## config.mk

```make
export PLATFORM = sky130hd
export DESIGN_NAME = usb_bulk_only_transport_sequencer_unit
export DESIGN_NICKNAME = d
export VERILOG_FILES = /design/src/sv/ubot_pkg.sv /design/src/sv/usb_bulk_only_transport_sequencer_unit.sv /design/src/sv/ubot_decide.sv
export SDC_FILE = /design/constraint.sdc
export NUM_CORES = 1
export LEC_CHECK = 0
export BUFFER_PORTS_ARGS = -buffer_cell sky130_fd_sc_hd__buf_2
export CORE_ASPECT_RATIO = 0.7
export CORE_MARGIN = 2
export CORE_UTILIZATION = 54
export CTS_CLUSTER_SIZE = 12
export DETAILED_ROUTE_END_ITERATION = 10
export PLACE_DENSITY = 0.77
export SLEW_MARGIN = 20
export SYNTH_ARGS = -nofsm -noshare
export SYNTH_HDL_FRONTEND = slang
export SYNTH_SLANG_ARGS = --single-unit
```

## constraint.sdc

```tcl
create_clock -name i_clk -period 4.3 [get_ports i_clk]
set_input_delay 0.43 -clock i_clk [delete_from_list [all_inputs] [get_ports i_clk]]
set_output_delay 0.43 -clock i_clk [all_outputs]
set_load 0.01 [all_outputs]
```

## src/sv/ubot_pkg.sv

```systemverilog
// ----------------------------------------------------------------------------
// ubot_pkg
// Shared types and constants of the bulk-only transport sequencer.
// ----------------------------------------------------------------------------
package ubot_pkg;

    localparam int IN_DATA_W  = 168;
    localparam int OUT_DATA_W = 104;

    localparam logic [31:0] MAX_BUF     = 32'd16384;
    localparam logic [6:0]  WRAPPER_LEN = 7'd31;
    localparam logic [31:0] WRAPPER_SIG = 32'h4342_5355;
    localparam logic [4:0]  MAX_CB_LEN  = 5'd16;

    localparam logic [1:0] OP_WRAPPER = 2'd0;
    localparam logic [1:0] OP_DONE    = 2'd1;
    localparam logic [1:0] OP_FAIL    = 2'd2;

    typedef enum logic [2:0] {
        ACT_DATA    = 3'd0,
        ACT_ZEROS   = 3'd1,
        ACT_PADDED  = 3'd2,
        ACT_RECEIVE = 3'd3,
        ACT_DISCARD = 3'd4,
        ACT_STATUS  = 3'd5,
        ACT_STALL   = 3'd6
    } t_action;

    typedef enum logic [1:0] {
        ST_PASSED = 2'd0,
        ST_FAILED = 2'd1,
        ST_PHASE  = 2'd2
    } t_status;

    typedef enum logic [2:0] {
        PH_WAIT    = 3'd0,
        PH_WRITING = 3'd1,
        PH_READING = 3'd2,
        PH_STATUS  = 3'd3,
        PH_STALL   = 3'd4
    } t_phase;

    typedef struct packed {
        logic [1:0]  op;
        logic [6:0]  wrapper_length;
        logic [31:0] signature;
        logic [31:0] host_tag;
        logic [31:0] host_length;
        logic [7:0]  flags_byte;
        logic [7:0]  lun_byte;
        logic [7:0]  cb_length_byte;
        logic        command_ok;
        logic        write_ready;
        logic        read_ready;
        logic [31:0] device_length;
    } t_event;

    typedef struct packed {
        t_action     action;
        logic [31:0] length;
        logic        zlp;
        logic [31:0] status_tag;
        logic [31:0] status_residue;
        t_status     status_code;
        logic        last;
    } t_result;

    typedef struct packed {
        t_phase      phase;
        logic [31:0] saved_tag;
        logic [31:0] saved_residue;
        t_status     saved_status;
        logic        stall_allowed;
    } t_state;

endpackage

```

## src/sv/usb_bulk_only_transport_sequencer_unit.sv

```systemverilog
// ----------------------------------------------------------------------------
// usb_bulk_only_transport_sequencer_unit
// Device-side bulk-only transport sequencer.
//
// Input stream (s_axis): one word per event. tuser is the event kind
// (wrapper received, transfer done, transfer failed); tdata carries the
// decoded command wrapper fields and the protocol layer's answer.
// Output stream (m_axis): one word per action (data, zeros, padded data,
// receive, discard, status wrapper, stall); tlast marks the final word of
// an event. An event yields zero, one or two words.
// max_lun is written through i_cfg_we / i_cfg_wdata, by the user only while idle; the block does not enforce this.
// Flow: an accepted event is held in the input register, evaluated from
// it and written to the output queue, from which its first word is
// offered; one event per cycle is taken while the queue has room for two.
// The input register and a four-word output queue decouple the sides: a
// stalled receiver fills the queue, then s_axis_tready drops.
// Reset (synchronous, i_rst_n low) returns to waiting for a wrapper,
// clears saved tag, residue and status, max_lun and the queue.
// ----------------------------------------------------------------------------
module usb_bulk_only_transport_sequencer_unit (
    input  logic                               i_clk,
    input  logic                               i_rst_n,
    input  logic                               i_cfg_we,
    input  logic [3:0]                         i_cfg_wdata,
    input  logic                               s_axis_tvalid,
    output logic                               s_axis_tready,
    // op
    input  logic [1:0]                         s_axis_tuser,
    // wrapper_length, signature, host_tag, host_length, flags_byte, lun_byte,
    // cb_length_byte, command_ok, write_ready, read_ready, device_length
    input  logic [ubot_pkg::IN_DATA_W-1:0]     s_axis_tdata,
    output logic                               m_axis_tvalid,
    input  logic                               m_axis_tready,
    // action
    output logic [2:0]                         m_axis_tuser,
    // length, zlp, status_tag, status_residue, status_code
    output logic [ubot_pkg::OUT_DATA_W-1:0]    m_axis_tdata,
    output logic                               m_axis_tlast
);
    import ubot_pkg::*;

    logic          r_in_valid;
    t_event        r_in;
    t_event        n_in;
    logic [3:0]    r_max_lun;
    t_state        r_state;
    t_state        n_state;
    logic [1:0]    w_count;
    t_result       w_res0;
    t_result       w_res1;
    logic          w_consume;
    logic          w_pop;
    t_result       r_fifo [4];
    logic [1:0]    r_wr_ptr;
    logic [1:0]    r_rd_ptr;
    logic [2:0]    r_fill;
    t_result       w_head;

    assign n_in = '{op:             s_axis_tuser,
                    wrapper_length: s_axis_tdata[6:0],
                    signature:      s_axis_tdata[38:7],
                    host_tag:       s_axis_tdata[70:39],
                    host_length:    s_axis_tdata[102:71],
                    flags_byte:     s_axis_tdata[110:103],
                    lun_byte:       s_axis_tdata[118:111],
                    cb_length_byte: s_axis_tdata[126:119],
                    command_ok:     s_axis_tdata[127],
                    write_ready:    s_axis_tdata[128],
                    read_ready:     s_axis_tdata[129],
                    device_length:  s_axis_tdata[161:130]};

    ubot_decide u_decide (
        .i_event   (r_in),
        .i_state   (r_state),
        .i_max_lun (r_max_lun),
        .o_state   (n_state),
        .o_count   (w_count),
        .o_res0    (w_res0),
        .o_res1    (w_res1)
    );

    assign w_consume     = r_in_valid && (r_fill <= 3'd2);
    assign s_axis_tready = !r_in_valid || w_consume;
    assign w_pop         = m_axis_tvalid && m_axis_tready;

    always_ff @(posedge i_clk) begin
        if (!i_rst_n) begin
            r_in_valid <= 1'b0;
        end else if (s_axis_tready) begin
            r_in_valid <= s_axis_tvalid;
        end
        if (s_axis_tready && s_axis_tvalid) begin
            r_in <= n_in;
        end
    end

    always_ff @(posedge i_clk) begin
        if (!i_rst_n) begin
            r_max_lun <= '0;
        end else if (i_cfg_we) begin
            r_max_lun <= i_cfg_wdata;
        end
    end

    always_ff @(posedge i_clk) begin
        if (!i_rst_n) begin
            r_state <= '{phase: PH_WAIT, saved_tag: '0, saved_residue: '0,
                         saved_status: ST_PASSED, stall_allowed: 1'b1};
        end else if (w_consume) begin
            r_state <= n_state;
        end
    end

    // output queue
    always_ff @(posedge i_clk) begin
        if (w_consume && w_count != 2'd0) begin
            r_fifo[r_wr_ptr] <= w_res0;
        end
        if (w_consume && w_count == 2'd2) begin
            r_fifo[r_wr_ptr + 2'd1] <= w_res1;
        end
    end

    always_ff @(posedge i_clk) begin
        if (!i_rst_n) begin
            r_wr_ptr <= '0;
            r_rd_ptr <= '0;
            r_fill   <= '0;
        end else begin
            if (w_consume) begin
                r_wr_ptr <= r_wr_ptr + w_count;
            end
            if (w_pop) begin
                r_rd_ptr <= r_rd_ptr + 2'd1;
            end
            r_fill <= r_fill + (w_consume ? {1'b0, w_count} : 3'd0)
                             - (w_pop ? 3'd1 : 3'd0);
        end
    end

    assign w_head        = r_fifo[r_rd_ptr];
    assign m_axis_tvalid = (r_fill != 3'd0);
    assign m_axis_tuser  = w_head.action;
    assign m_axis_tlast  = w_head.last;
    assign m_axis_tdata  = {5'd0, w_head.status_code, w_head.status_residue,
                            w_head.status_tag, w_head.zlp, w_head.length};

endmodule

```

## src/sv/ubot_decide.sv

```systemverilog
// ----------------------------------------------------------------------------
// ubot_decide
// Wrapper checks, thirteen-case resolution and completion handling for one
// event: next transport state and up to two result words.
// ----------------------------------------------------------------------------
module ubot_decide (
    input  ubot_pkg::t_event  i_event,
    input  ubot_pkg::t_state  i_state,
    input  logic [3:0]        i_max_lun,
    output ubot_pkg::t_state  o_state,
    output logic [1:0]        o_count,
    output ubot_pkg::t_result o_res0,
    output ubot_pkg::t_result o_res1
);
    import ubot_pkg::*;

    logic        w_bad;
    logic [31:0] w_hl;
    logic [31:0] w_dl;
    logic        w_wr;
    logic        w_rd;
    t_result     w_zero;

    assign w_hl = i_event.host_length;
    assign w_dl = i_event.device_length;
    assign w_wr = i_event.write_ready;
    assign w_rd = i_event.read_ready;

    assign w_bad = (i_event.wrapper_length != WRAPPER_LEN)
                || (i_event.signature != WRAPPER_SIG)
                || (i_event.lun_byte[7:4] != 4'd0)
                || (i_event.cb_length_byte[7:5] != 3'd0)
                || (i_event.cb_length_byte[4:0] > MAX_CB_LEN)
                || (i_event.lun_byte[3:0] > i_max_lun);

    always_comb begin
        w_zero = '{action: ACT_DATA, status_code: ST_PASSED, default: '0};
        o_state = i_state;
        o_count = 2'd0;
        o_res0  = w_zero;
        o_res1  = w_zero;

        if (i_event.op >= OP_FAIL || i_state.phase == PH_STALL) begin
            o_state.phase = PH_STALL;
            o_res0.action = ACT_STALL;
            o_count       = 2'd1;
        end else if (i_event.op == OP_WRAPPER) begin
            if (i_state.phase == PH_WAIT) begin
                if (w_bad) begin
                    o_state.phase = PH_STALL;
                    o_res0.action = ACT_STALL;
                    o_count       = 2'd1;
                end else begin
                    o_state.saved_tag     = i_event.host_tag;
                    o_state.saved_status  = i_event.command_ok ? ST_PASSED : ST_FAILED;
                    o_state.stall_allowed = 1'b1;
                    if (w_hl == 32'd0) begin
                        o_state.saved_residue = '0;
                        if (w_wr || w_rd) begin
                            o_state.saved_status = ST_PHASE;
                        end
                        o_state.phase = PH_STATUS;
                        o_res0.action = ACT_STATUS;
                        o_count       = 2'd1;
                    end else if (i_event.flags_byte[7]) begin
                        if (!w_wr) begin
                            o_state.saved_residue = w_hl;
                            if (w_rd) begin
                                o_state.saved_status = ST_PHASE;
                            end
                            o_res0.action = ACT_ZEROS;
                            o_res0.length = w_hl;
                            if (w_hl <= MAX_BUF) begin
                                o_state.stall_allowed = 1'b0;
                                o_state.phase         = PH_WRITING;
                                o_count               = 2'd1;
                            end else begin
                                o_state.phase = PH_STATUS;
                                o_res1.action = ACT_STATUS;
                                o_count       = 2'd2;
                            end
                        end else begin
                            o_state.saved_residue = w_hl - w_dl;
                            o_state.phase         = PH_WRITING;
                            o_count               = 2'd1;
                            if (w_dl < w_hl && w_hl < MAX_BUF) begin
                                o_state.stall_allowed = 1'b0;
                                o_res0.action         = ACT_PADDED;
                                o_res0.length         = w_hl;
                            end else if (w_dl == w_hl) begin
                                o_res0.action = ACT_DATA;
                                o_res0.length = w_dl;
                            end else if (w_dl < w_hl) begin
                                o_res0.action = ACT_DATA;
                                o_res0.length = w_dl;
                                o_res0.zlp    = 1'b1;
                            end else begin
                                o_state.saved_status  = ST_PHASE;
                                o_state.saved_residue = '0;
                                o_res0.action         = ACT_DATA;
                                o_res0.length         = w_hl;
                            end
                        end
                    end else if (!w_rd) begin
                        o_state.saved_residue = w_hl;
                        if (w_wr) begin
                            o_state.saved_status = ST_PHASE;
                        end
                        o_res0.action = ACT_DISCARD;
                        o_res0.length = w_hl;
                        o_state.phase = PH_STATUS;
                        o_res1.action = ACT_STATUS;
                        o_count       = 2'd2;
                    end else if (w_dl <= w_hl) begin
                        o_state.saved_residue = w_hl - w_dl;
                        o_state.phase         = PH_READING;
                        o_res0.action         = ACT_RECEIVE;
                        o_res0.length         = w_dl;
                        o_count               = 2'd1;
                    end else begin
                        o_state.saved_residue = w_hl;
                        o_state.saved_status  = ST_PHASE;
                        o_state.phase         = PH_STATUS;
                        o_res0.action         = ACT_STATUS;
                        o_count               = 2'd1;
                    end
                end
            end
        end else begin
            unique case (i_state.phase)
                PH_WRITING: begin
                    o_state.phase = PH_STATUS;
                    if (i_state.saved_residue != 32'd0 && i_state.stall_allowed) begin
                        o_res0.action = ACT_STALL;
                        o_res1.action = ACT_STATUS;
                        o_count       = 2'd2;
                    end else begin
                        o_res0.action = ACT_STATUS;
                        o_count       = 2'd1;
                    end
                end
                PH_READING: begin
                    o_state.phase = PH_STATUS;
                    o_res0.action = ACT_STATUS;
                    o_count       = 2'd1;
                end
                PH_STATUS: begin
                    o_state.phase = PH_WAIT;
                end
                default: begin
                    o_count = 2'd0;
                end
            endcase
        end

        // status words carry the updated saved values
        if (o_res0.action == ACT_STATUS) begin
            o_res0.status_tag     = o_state.saved_tag;
            o_res0.status_residue = o_state.saved_residue;
            o_res0.status_code    = o_state.saved_status;
        end
        if (o_res1.action == ACT_STATUS) begin
            o_res1.status_tag     = o_state.saved_tag;
            o_res1.status_residue = o_state.saved_residue;
            o_res1.status_code    = o_state.saved_status;
        end
        o_res0.last = (o_count == 2'd1);
        o_res1.last = 1'b1;
    end

endmodule

```

# Word-level counts from Yosys, hierarchy flattened
# Memory sizes are Yosys's and may differ from the RTL's. A register that Yosys moved wholly into a read port is not among the register bits.
# Index checks and enable logic that the tools add are counted.
# word_totals
reg_bits	246
mem_bits_rw	412
input_bits	179
output_inout_bits	110
word_cells	166
n_memories	1
# op_classes
add_sub_neg	6
n_lt_le_gt_ge	8
n_eq_ne	12
n_mux	87
n_bitwise	2
n_reduce_logical	28
# memory_table
name	words	width	read_ports	rd_clocked_by_memory_dff	wr	line	rtl
r_fifo	4	103	1	1	2	usb_bulk_only_transport_sequencer_unit.sv:53	t_result r_fifo [4];
# ops
operator	n
$mux 35	6
$mux 34	6
$mux 67	3
$mux 33	4
$mux 66	2
$mux 32	3
$mux 70	1
$mux 3	22
$mux 2	20
$mux 36	1
$eq 32x32->1	1
$le 32x15->1 const B	1
$le 32x32->1	1
$logic_not 32->1	1
$lt 32x15->1 const B	1
$lt 32x32->1	1
$ne 32x31->1 const B	1
$reduce_bool 32->1	1
$sub 32x32->32	1
$mux 1	16
$pmux 3 s2	2
$eq 3x3->1 const B	3
$logic_or 1x1->1	8
$reduce_bool 4->1	2
other kinds (25)	35

# Longest topological paths before layout
# Gate-level depths: netlist of the first run.
# depth
word_depth	14
mapped_depth	15
mapped_depth_nobuf	15

# Cells and area by module
# Synthesis of the first run repeated with hierarchy kept, for this count alone.
# hier_totals
hier_cells	2521
area_unflattened_um2	34172.8
# by_module_without_submodules
mod	instances	cells_each	area_per_inst_um2	seq_area_each_um2
usb_bulk_only_transport_sequencer_unit	1	1573	28257.1	18978.2
ubot_decide	1	948	5915.7	0.0

# Least setup slack after synthesis of the first run
# Ideal clock, no wire load.
# synth_timing
path_kind	reg2reg
from	reg r_fill[0]
to	reg r_in[0] (netlist bit), enable pin
setup_time_ns	0.536
t_arrival_ns	4.347
t_required_ns	3.764
setup_slack_ns	-0.583
path_stages_with_launch	4
n_path_buf	0
synth_period_minus_slack_ns	4.883
cell_sequence	dfxtp_1 > a21oi_1 > nand2b_1 > and2_1
# synth_between
elab_chain_cells	4
# synth_rtl
element	line	rtl
start: declaration	usb_bulk_only_transport_sequencer_unit.sv:56	logic [2:0] r_fill;
start signal: assignment	usb_bulk_only_transport_sequencer_unit.sv:136	r_fill <= r_fill + (w_consume ? {1'b0, w_count} : 3'd0)
$le 3x2->1	usb_bulk_only_transport_sequencer_unit.sv:82	assign w_consume = r_in_valid && (r_fill <= 3'd2);
$logic_and 1x1->1	usb_bulk_only_transport_sequencer_unit.sv:82	
$logic_or 1x1->1	usb_bulk_only_transport_sequencer_unit.sv:83	assign s_axis_tready = !r_in_valid || w_consume;
named net s_axis_tready	usb_bulk_only_transport_sequencer_unit.sv:26	output logic s_axis_tready,
$logic_and 1x1->1	usb_bulk_only_transport_sequencer_unit.sv:92	if (s_axis_tready && s_axis_tvalid) begin
end signal: assignment	usb_bulk_only_transport_sequencer_unit.sv:93	r_in <= n_in;
end: declaration	usb_bulk_only_transport_sequencer_unit.sv:43	t_event r_in;
# The timed path passes the listed nets, and every way through them passes these cells.
# A chain may end at the register's enable or synchronous reset.

==> results of run 1 <==
-- where the power goes --
part           total, mW  leakage, nW  internal [mW]  switching, mW
registers           7.32         5.77           7.01          0.310
clock network       5.52        0.964           3.12           2.40
logic               3.03         5.82           1.35           1.68
-- flip-flops by register name, summed over array words and instances, names as in the netlist, named ones only --
name	cells
r_fifo	412
r_in	157
r_state	70
r_max_lun	4
r_fill	3
r_rd_ptr	2
r_wr_ptr	2
r_in_valid	1
-- area by class of cell --
cell class              instances  share of cell area [%]
diodes                          2                  0.0142
clock inverters                 8                   0.231
inverters                      59                   0.629
repair buffers                542                    11.2
multi-input cells            1476                    30.5
well taps                     730                    2.59
flip-flops and latches        653                    49.3
clock buffers                 113                    5.48
-- worst paths after layout --
path                                               from                       to  slack (ps)  cells past startpoint
worst max-delay path                 r_in[59]$_DFFE_PP_  r_fifo[3][31]$_DFFE_PP_         160                     13
worst min-delay path                  s_axis_tdata[145]       r_in[15]$_DFFE_PP_          20                      1
worst max register to register       r_in[59]$_DFFE_PP_  r_fifo[3][31]$_DFFE_PP_         160                     13
worst min register to register  r_state[3]$_SDFFE_PN0P_  r_state[3]$_SDFFE_PN0P_         450                      2
-- layer usage --
metal	vias to the layer above	routed length [µm]
met5	-	0
met4	0	2280
met3	173	8930
met2	1281	40500
met1	10937	35700
li1	9743	-
-- critical path: stages (launching register included) --
cell,delay [ps]
edfxtp_1,420
inv_1,130
ha_1,230
fa_1,400
nor2b_1,180
o31a_1,160
buf_4,130
o21ai_0,130
a31oi_1,600
nor2_1,240
o41ai_1,430
xor2_1,210
a31oi_1,500
nor2_1,110
-- cells in the final DEF, fill, tap and decap left out, types with 13 or more instances in the layout --
master	instances
nand4_1	19
dfxtp_1	222
mux2i_1	47
a22oi_1	15
nor2_1	377
o21a_1	16
mux4_2	103
a21oi_1	77
dlygate4sd3_1	138
a221o_1	86
inv_1	53
a21o_1	16
o2bb2ai_1	53
ha_1	40
clkbuf_16	69
a21boi_0	38
nand2_1	177
buf_12	16
edfxtp_1	429
buf_2	270
nor4_1	21
o21ai_0	76
nor2b_1	18
nor3_1	13
and2_1	25
nand3_1	21
clkbuf_1	40
xnor2_1	16
buf_4	118
-- cells by family after synthesis --
logic type	synth area share [%]
XOR/XNOR	0.815
adder cells (fa/ha/maj)	1.86
flip-flops	59.8
AND/OR/NAND/NOR	11.8
multiplexers	9.96
AO/OA/AOI/OAI	12.5
other	0.0129
buffers and inverters	3.20
-- through the flow --
step | hold WS [ps] | area, µm²
floorplan | 427 | 29000
global placement | 439 | 31800
detailed placement | 447 | 31800
CTS | 0.00799 | 35200
global route | 1.15 | 35200
finish | 20.9 | 35200
==> flow_summary.toml, run 1 <==
[cts]
htree_levels = 3
clockRootBuffer = "clkbuf_16"
cts_buffers = 67
post_cts_buffers = 0
cts.path.max_buffers = 3
clk_pin_slew_ps = 60
cts.sinks = 653
tritoncts = "done"
cts_resized = 0
postCtsHoldBufs = 133
clock_latency_ps = 610

[synthesis]
async_reset_ff_share_pct = 0
avgSynthCellArea_um2 = 12.5
synth_area_leaders = "edfxtp_1 44%, dfxtp_1 15%, mux4_2 8.0%"
synthCells = 2330
yosysUniqueCellTypes = 87
yosys.area.top_type_share_pct = 44.4
ys.flop_type = "edfxtp_1"
yosysSeqAreaShare_pct = 59.8
ys_warn_count = 0
synth_area_um2 = 29000
synth_seq_cells = 653
synthTopCellsByCount = "429 x edfxtp_1, 379 x nor2_1, 224 x dfxtp_1, 177 x nand2_1, 103 x mux4_2"
yosys.cell_count.top_type = "edfxtp_1"
synth_edf_count = 429
yosysTopAreaCell = "edfxtp_1"

[power_and_ir_drop]
vdd_drop_max_mv = 0.296
p_leak_nw = 12.5
powerDensity_nw_per_um2 = 450
finalPower_mw = 15.9

[worst_hold_path]
hold_class = "in -> reg"

[floorplan]
die_h_um = 198
initial_core_util_pct = 54.4
fp-row-count = 71
num_io_pins = 289
die_area_um2 = 55600
die_w_um = 281
coreArea_um2 = 53400

[timing]
tns_ps = 0
layout_min_cycle_time_ps = 4140
timing.final.crit_share_pct = 96.2
final_max_slew_viol_count = 0
fin_ws_ps = 163
tightest_slew_ps = 1150
relSlewSlack_pct = 22.9
fmax_mhz = 242
rsz0062_at_grt = "no"
hold_viol_final = 0
finalSetupViolCount = 0
fin_worst_skew_ps = 22.1

[detailed_routing]
drt_wl_total_mm = 87.4
avgViaCountPerCell = 6.18
drt-initial-drc-count = 2951
drc = 0
first_pass_iters = 6
wl_per_cell_um = 24.4
via_count = 22134
postRouteAntennaNets = 0

[critical_path]
cp.required_ps = 4640
cp_max_fo = 5
startpoint_type = "flip-flop"
critPathKind = "reg -> reg"
cp.arrival_ps = 4480
critical_path.endpoint_type = "flip-flop"

[global_routing]
use_met1_pct = 44.5
use_met3_pct = 7.14
grt_pass1_wl_mm = 131
grt_max_degree = 70
overflow = 0
grt_usage_pct = 31.3
antenna_found_initial = 1
grt_use_met2_pct = 48.4
grt_pass1_vias = 21812
grt.busiest_layer = "met2"

[finish]
nFillCells = 3785
multi_input_area_um2 = 10800
fin_cells = 3583
drive_above_1_share_pct = 22.3
nets = 3020
area_delta_synth_final_pct = 21.4
final_util_pct = 66.0
seq_area_um2 = 17400

[placed_design]
port_buffers = 270
globalplace.congestion = 0.924
hpwl_mm = 57.0
placed_cells_incl_taps = 3322
preCtsSetupSlack_ps = 348

[job]
maxCapViolations = 0

[run_status]
status = "completed"
No activity file was read; power rests on OpenSTA's default activity.
==> inputs of run 2 (changes only) <==
Settings changed: CORE_UTILIZATION 54 to 55, SYNTH_HIERARCHICAL set to 1.
==> flow_summary.toml, run 2 <==
[run_status]
status = "completed"

[power_and_ir_drop]
finalPower_mw = 16.7
powerDensity_nw_per_um2 = 419
p_leak_nw = 15.2
vdd_drop_max_mv = 0.416

[finish]
drive_above_1_share_pct = 34.9
nFillCells = 4341
largestRegisters = "r_fifo (412), r_in (157), r_state (70)"
nets = 3118
area_delta_synth_final_pct = 17.0
mostFrequentLayoutCell = "edfxtp_1"
final_cell_mix = "569 x edfxtp_1, 339 x mux2_2, 270 x buf_2, 176 x nor2_1, 132 x a21oi_1"
largest_register_ffs = 412
final_util_pct = 64.8
fin_cells = 3764
regMostFlops = "r_fifo"

[critical_path]
startpoint_type = "flip-flop"
cp_common_cell = "buf_4"
cp.required_ps = 4770
critPathMaxStageDelay_ps = 590
critPathKind = "reg -> reg"
crit_path_top_delay_cell = "edfxtp_1"
critPathLaunch = "r_in[80]$_DFFE_PP_"
r2r-end = "r_fifo[2][8]$_DFFE_PP_"
worstPathCellList = "ha_1 > nand4_1 > nor3_1 > buf_4 > a221oi_2 > nand3_2 > a21o_1 > buf_4 > a211oi_4 > a22oi_1 > nand2_1 > nor2b_1 > mux2_2"
worstRegToRegCells = 13
rrSetupSlack_ps = 120
critical_path.endpoint_type = "flip-flop"
cp_max_fo = 9
r2r-start = "r_in[80]$_DFFE_PP_"
endpoint = "r_fifo[2][8]$_DFFE_PP_"
cp.arrival_ps = 4640

[placed_design]
placed_cells_incl_taps = 3536
hpwl_mm = 61.6
port_buffers = 270
globalplace.congestion = 0.975

[cts]
clockRootBuffer = "clkbuf_16"
clock_latency_ps = 620
cts.sinks = 653
cts.path.max_buffers = 3
cts_buffers = 68
tritoncts = "done"
htree_levels = 3
clk_pin_slew_ps = 60

[detailed_routing]
postRouteAntennaNets = 0
drc = 0
drt_wl_total_mm = 95.4
first_pass_iters = 6
via_count = 23552
drt-initial-drc-count = 2726
avgViaCountPerCell = 6.26
wl_per_cell_um = 25.4

[worst_hold_path]
hold_class = "in -> reg"
holdPathStages = 1

[global_routing]
antenna_found_initial = 3
grt_usage_pct = 29.7
grt_pass1_wl_mm = 142
overflow = 0
grt_pass1_vias = 23748
grt_max_degree = 77

[timing]
hold_viol_final = 0
rsz0062_at_grt = "no"
whs_ps = 11.4
relSlewSlack_pct = 23.2
final_max_slew_viol_count = 0
fmax_mhz = 239
tightest_slew_ps = 1150
fin_worst_skew_ps = 32.9
finalSetupViolCount = 0
timing.final.crit_share_pct = 97.1
layout_min_cycle_time_ps = 4180

[synthesis]
synthCells = 2514
ys_warn_count = 6
avgSynthCellArea_um2 = 13.5
synth_area_um2 = 34000

[floorplan]
num_io_pins = 289
die_area_um2 = 63800
fp-row-count = 76
coreArea_um2 = 61300
die_h_um = 212
initial_core_util_pct = 55.4
die_w_um = 301

[job]
maxCapViolations = 0
==> run 2: cell type report <==
class                           instances  area (µm²)  share of cell area [%]
Timing Repair Buffer                  481        3490                    8.79
Clock buffer                          107        1930                    4.86
Clock inverter                         10         109                   0.274
Tap cell                              819        1020                    2.58
Multi-Input combinational cell       1570       13900                    35.1
Sequential cell                       653       18800                    47.2
Antenna cell                            1        2.50                 0.00630
Inverter                              123         464                    1.17
==> run 2: through the flow <==
stage,worst slack [ps],cell area (µm²),setup TNS [ps]
global route,1.55,39700,0
floorplan,-960,34200,-268530
finish,124,39700,0
detailed placement,98.7,36500,0
CTS,80.5,39700,0
global placement,193,36500,0
==> run 2: power breakdown <==
| part | internal, mW | leakage [nW] | switching [mW] |
|---|---|---|---|
| sequential | 7.23 | 5.68 | 0.251 |
| combinational | 1.50 | 8.59 | 2.10 |
| clock | 3.19 | 0.981 | 2.39 |
==> run 2: worst min path at each step <==
stage	slack, ps	endpoint	startpoint
floorplan	450	r_state[2]$_SDFFE_PN0N_	r_state[2]$_SDFFE_PN0N_
global placement	460	r_state[2]$_SDFFE_PN0N_	r_state[2]$_SDFFE_PN0N_
detailed placement	470	r_state[64]$_SDFFE_PN0N_	r_state[64]$_SDFFE_PN0N_
CTS	0.03	r_in[81]$_DFFE_PP_	s_axis_tdata[93]
global route	1	r_in[81]$_DFFE_PP_	s_axis_tdata[93]
finish	10	r_in[47]$_DFFE_PP_	s_axis_tdata[115]
==> run 2: layer usage <==
metal | wire length [µm] | GRT usage, % | vias to the layer above
li1 | - | - | 10291
met1 | 39300 | 41.7 | 11873
met2 | 44200 | 46.6 | 1217
met3 | 9600 | 6.60 | 169
met4 | 2340 | 8.73 | 2
met5 | 7 | 0 | -
==> run 2: worst max-delay path: cells and delay by family (launching register included) <==
kind	cells	cell delay (ps)
simple gates	5	960
flops	1	590
fa+ha+maj	1	470
buf+inv	2	370
mux	1	200
compound gates	4	1450
==> run 2: repair_timing <==
action / 4_1_cts / 5_1_grt
hold buffers: 109 / 0
setup buffers: 0 / 1
endpoints found under the hold margin: 109 / 0
endpoints found under the setup margin: 0 / 187
resized for setup: 0 / 8
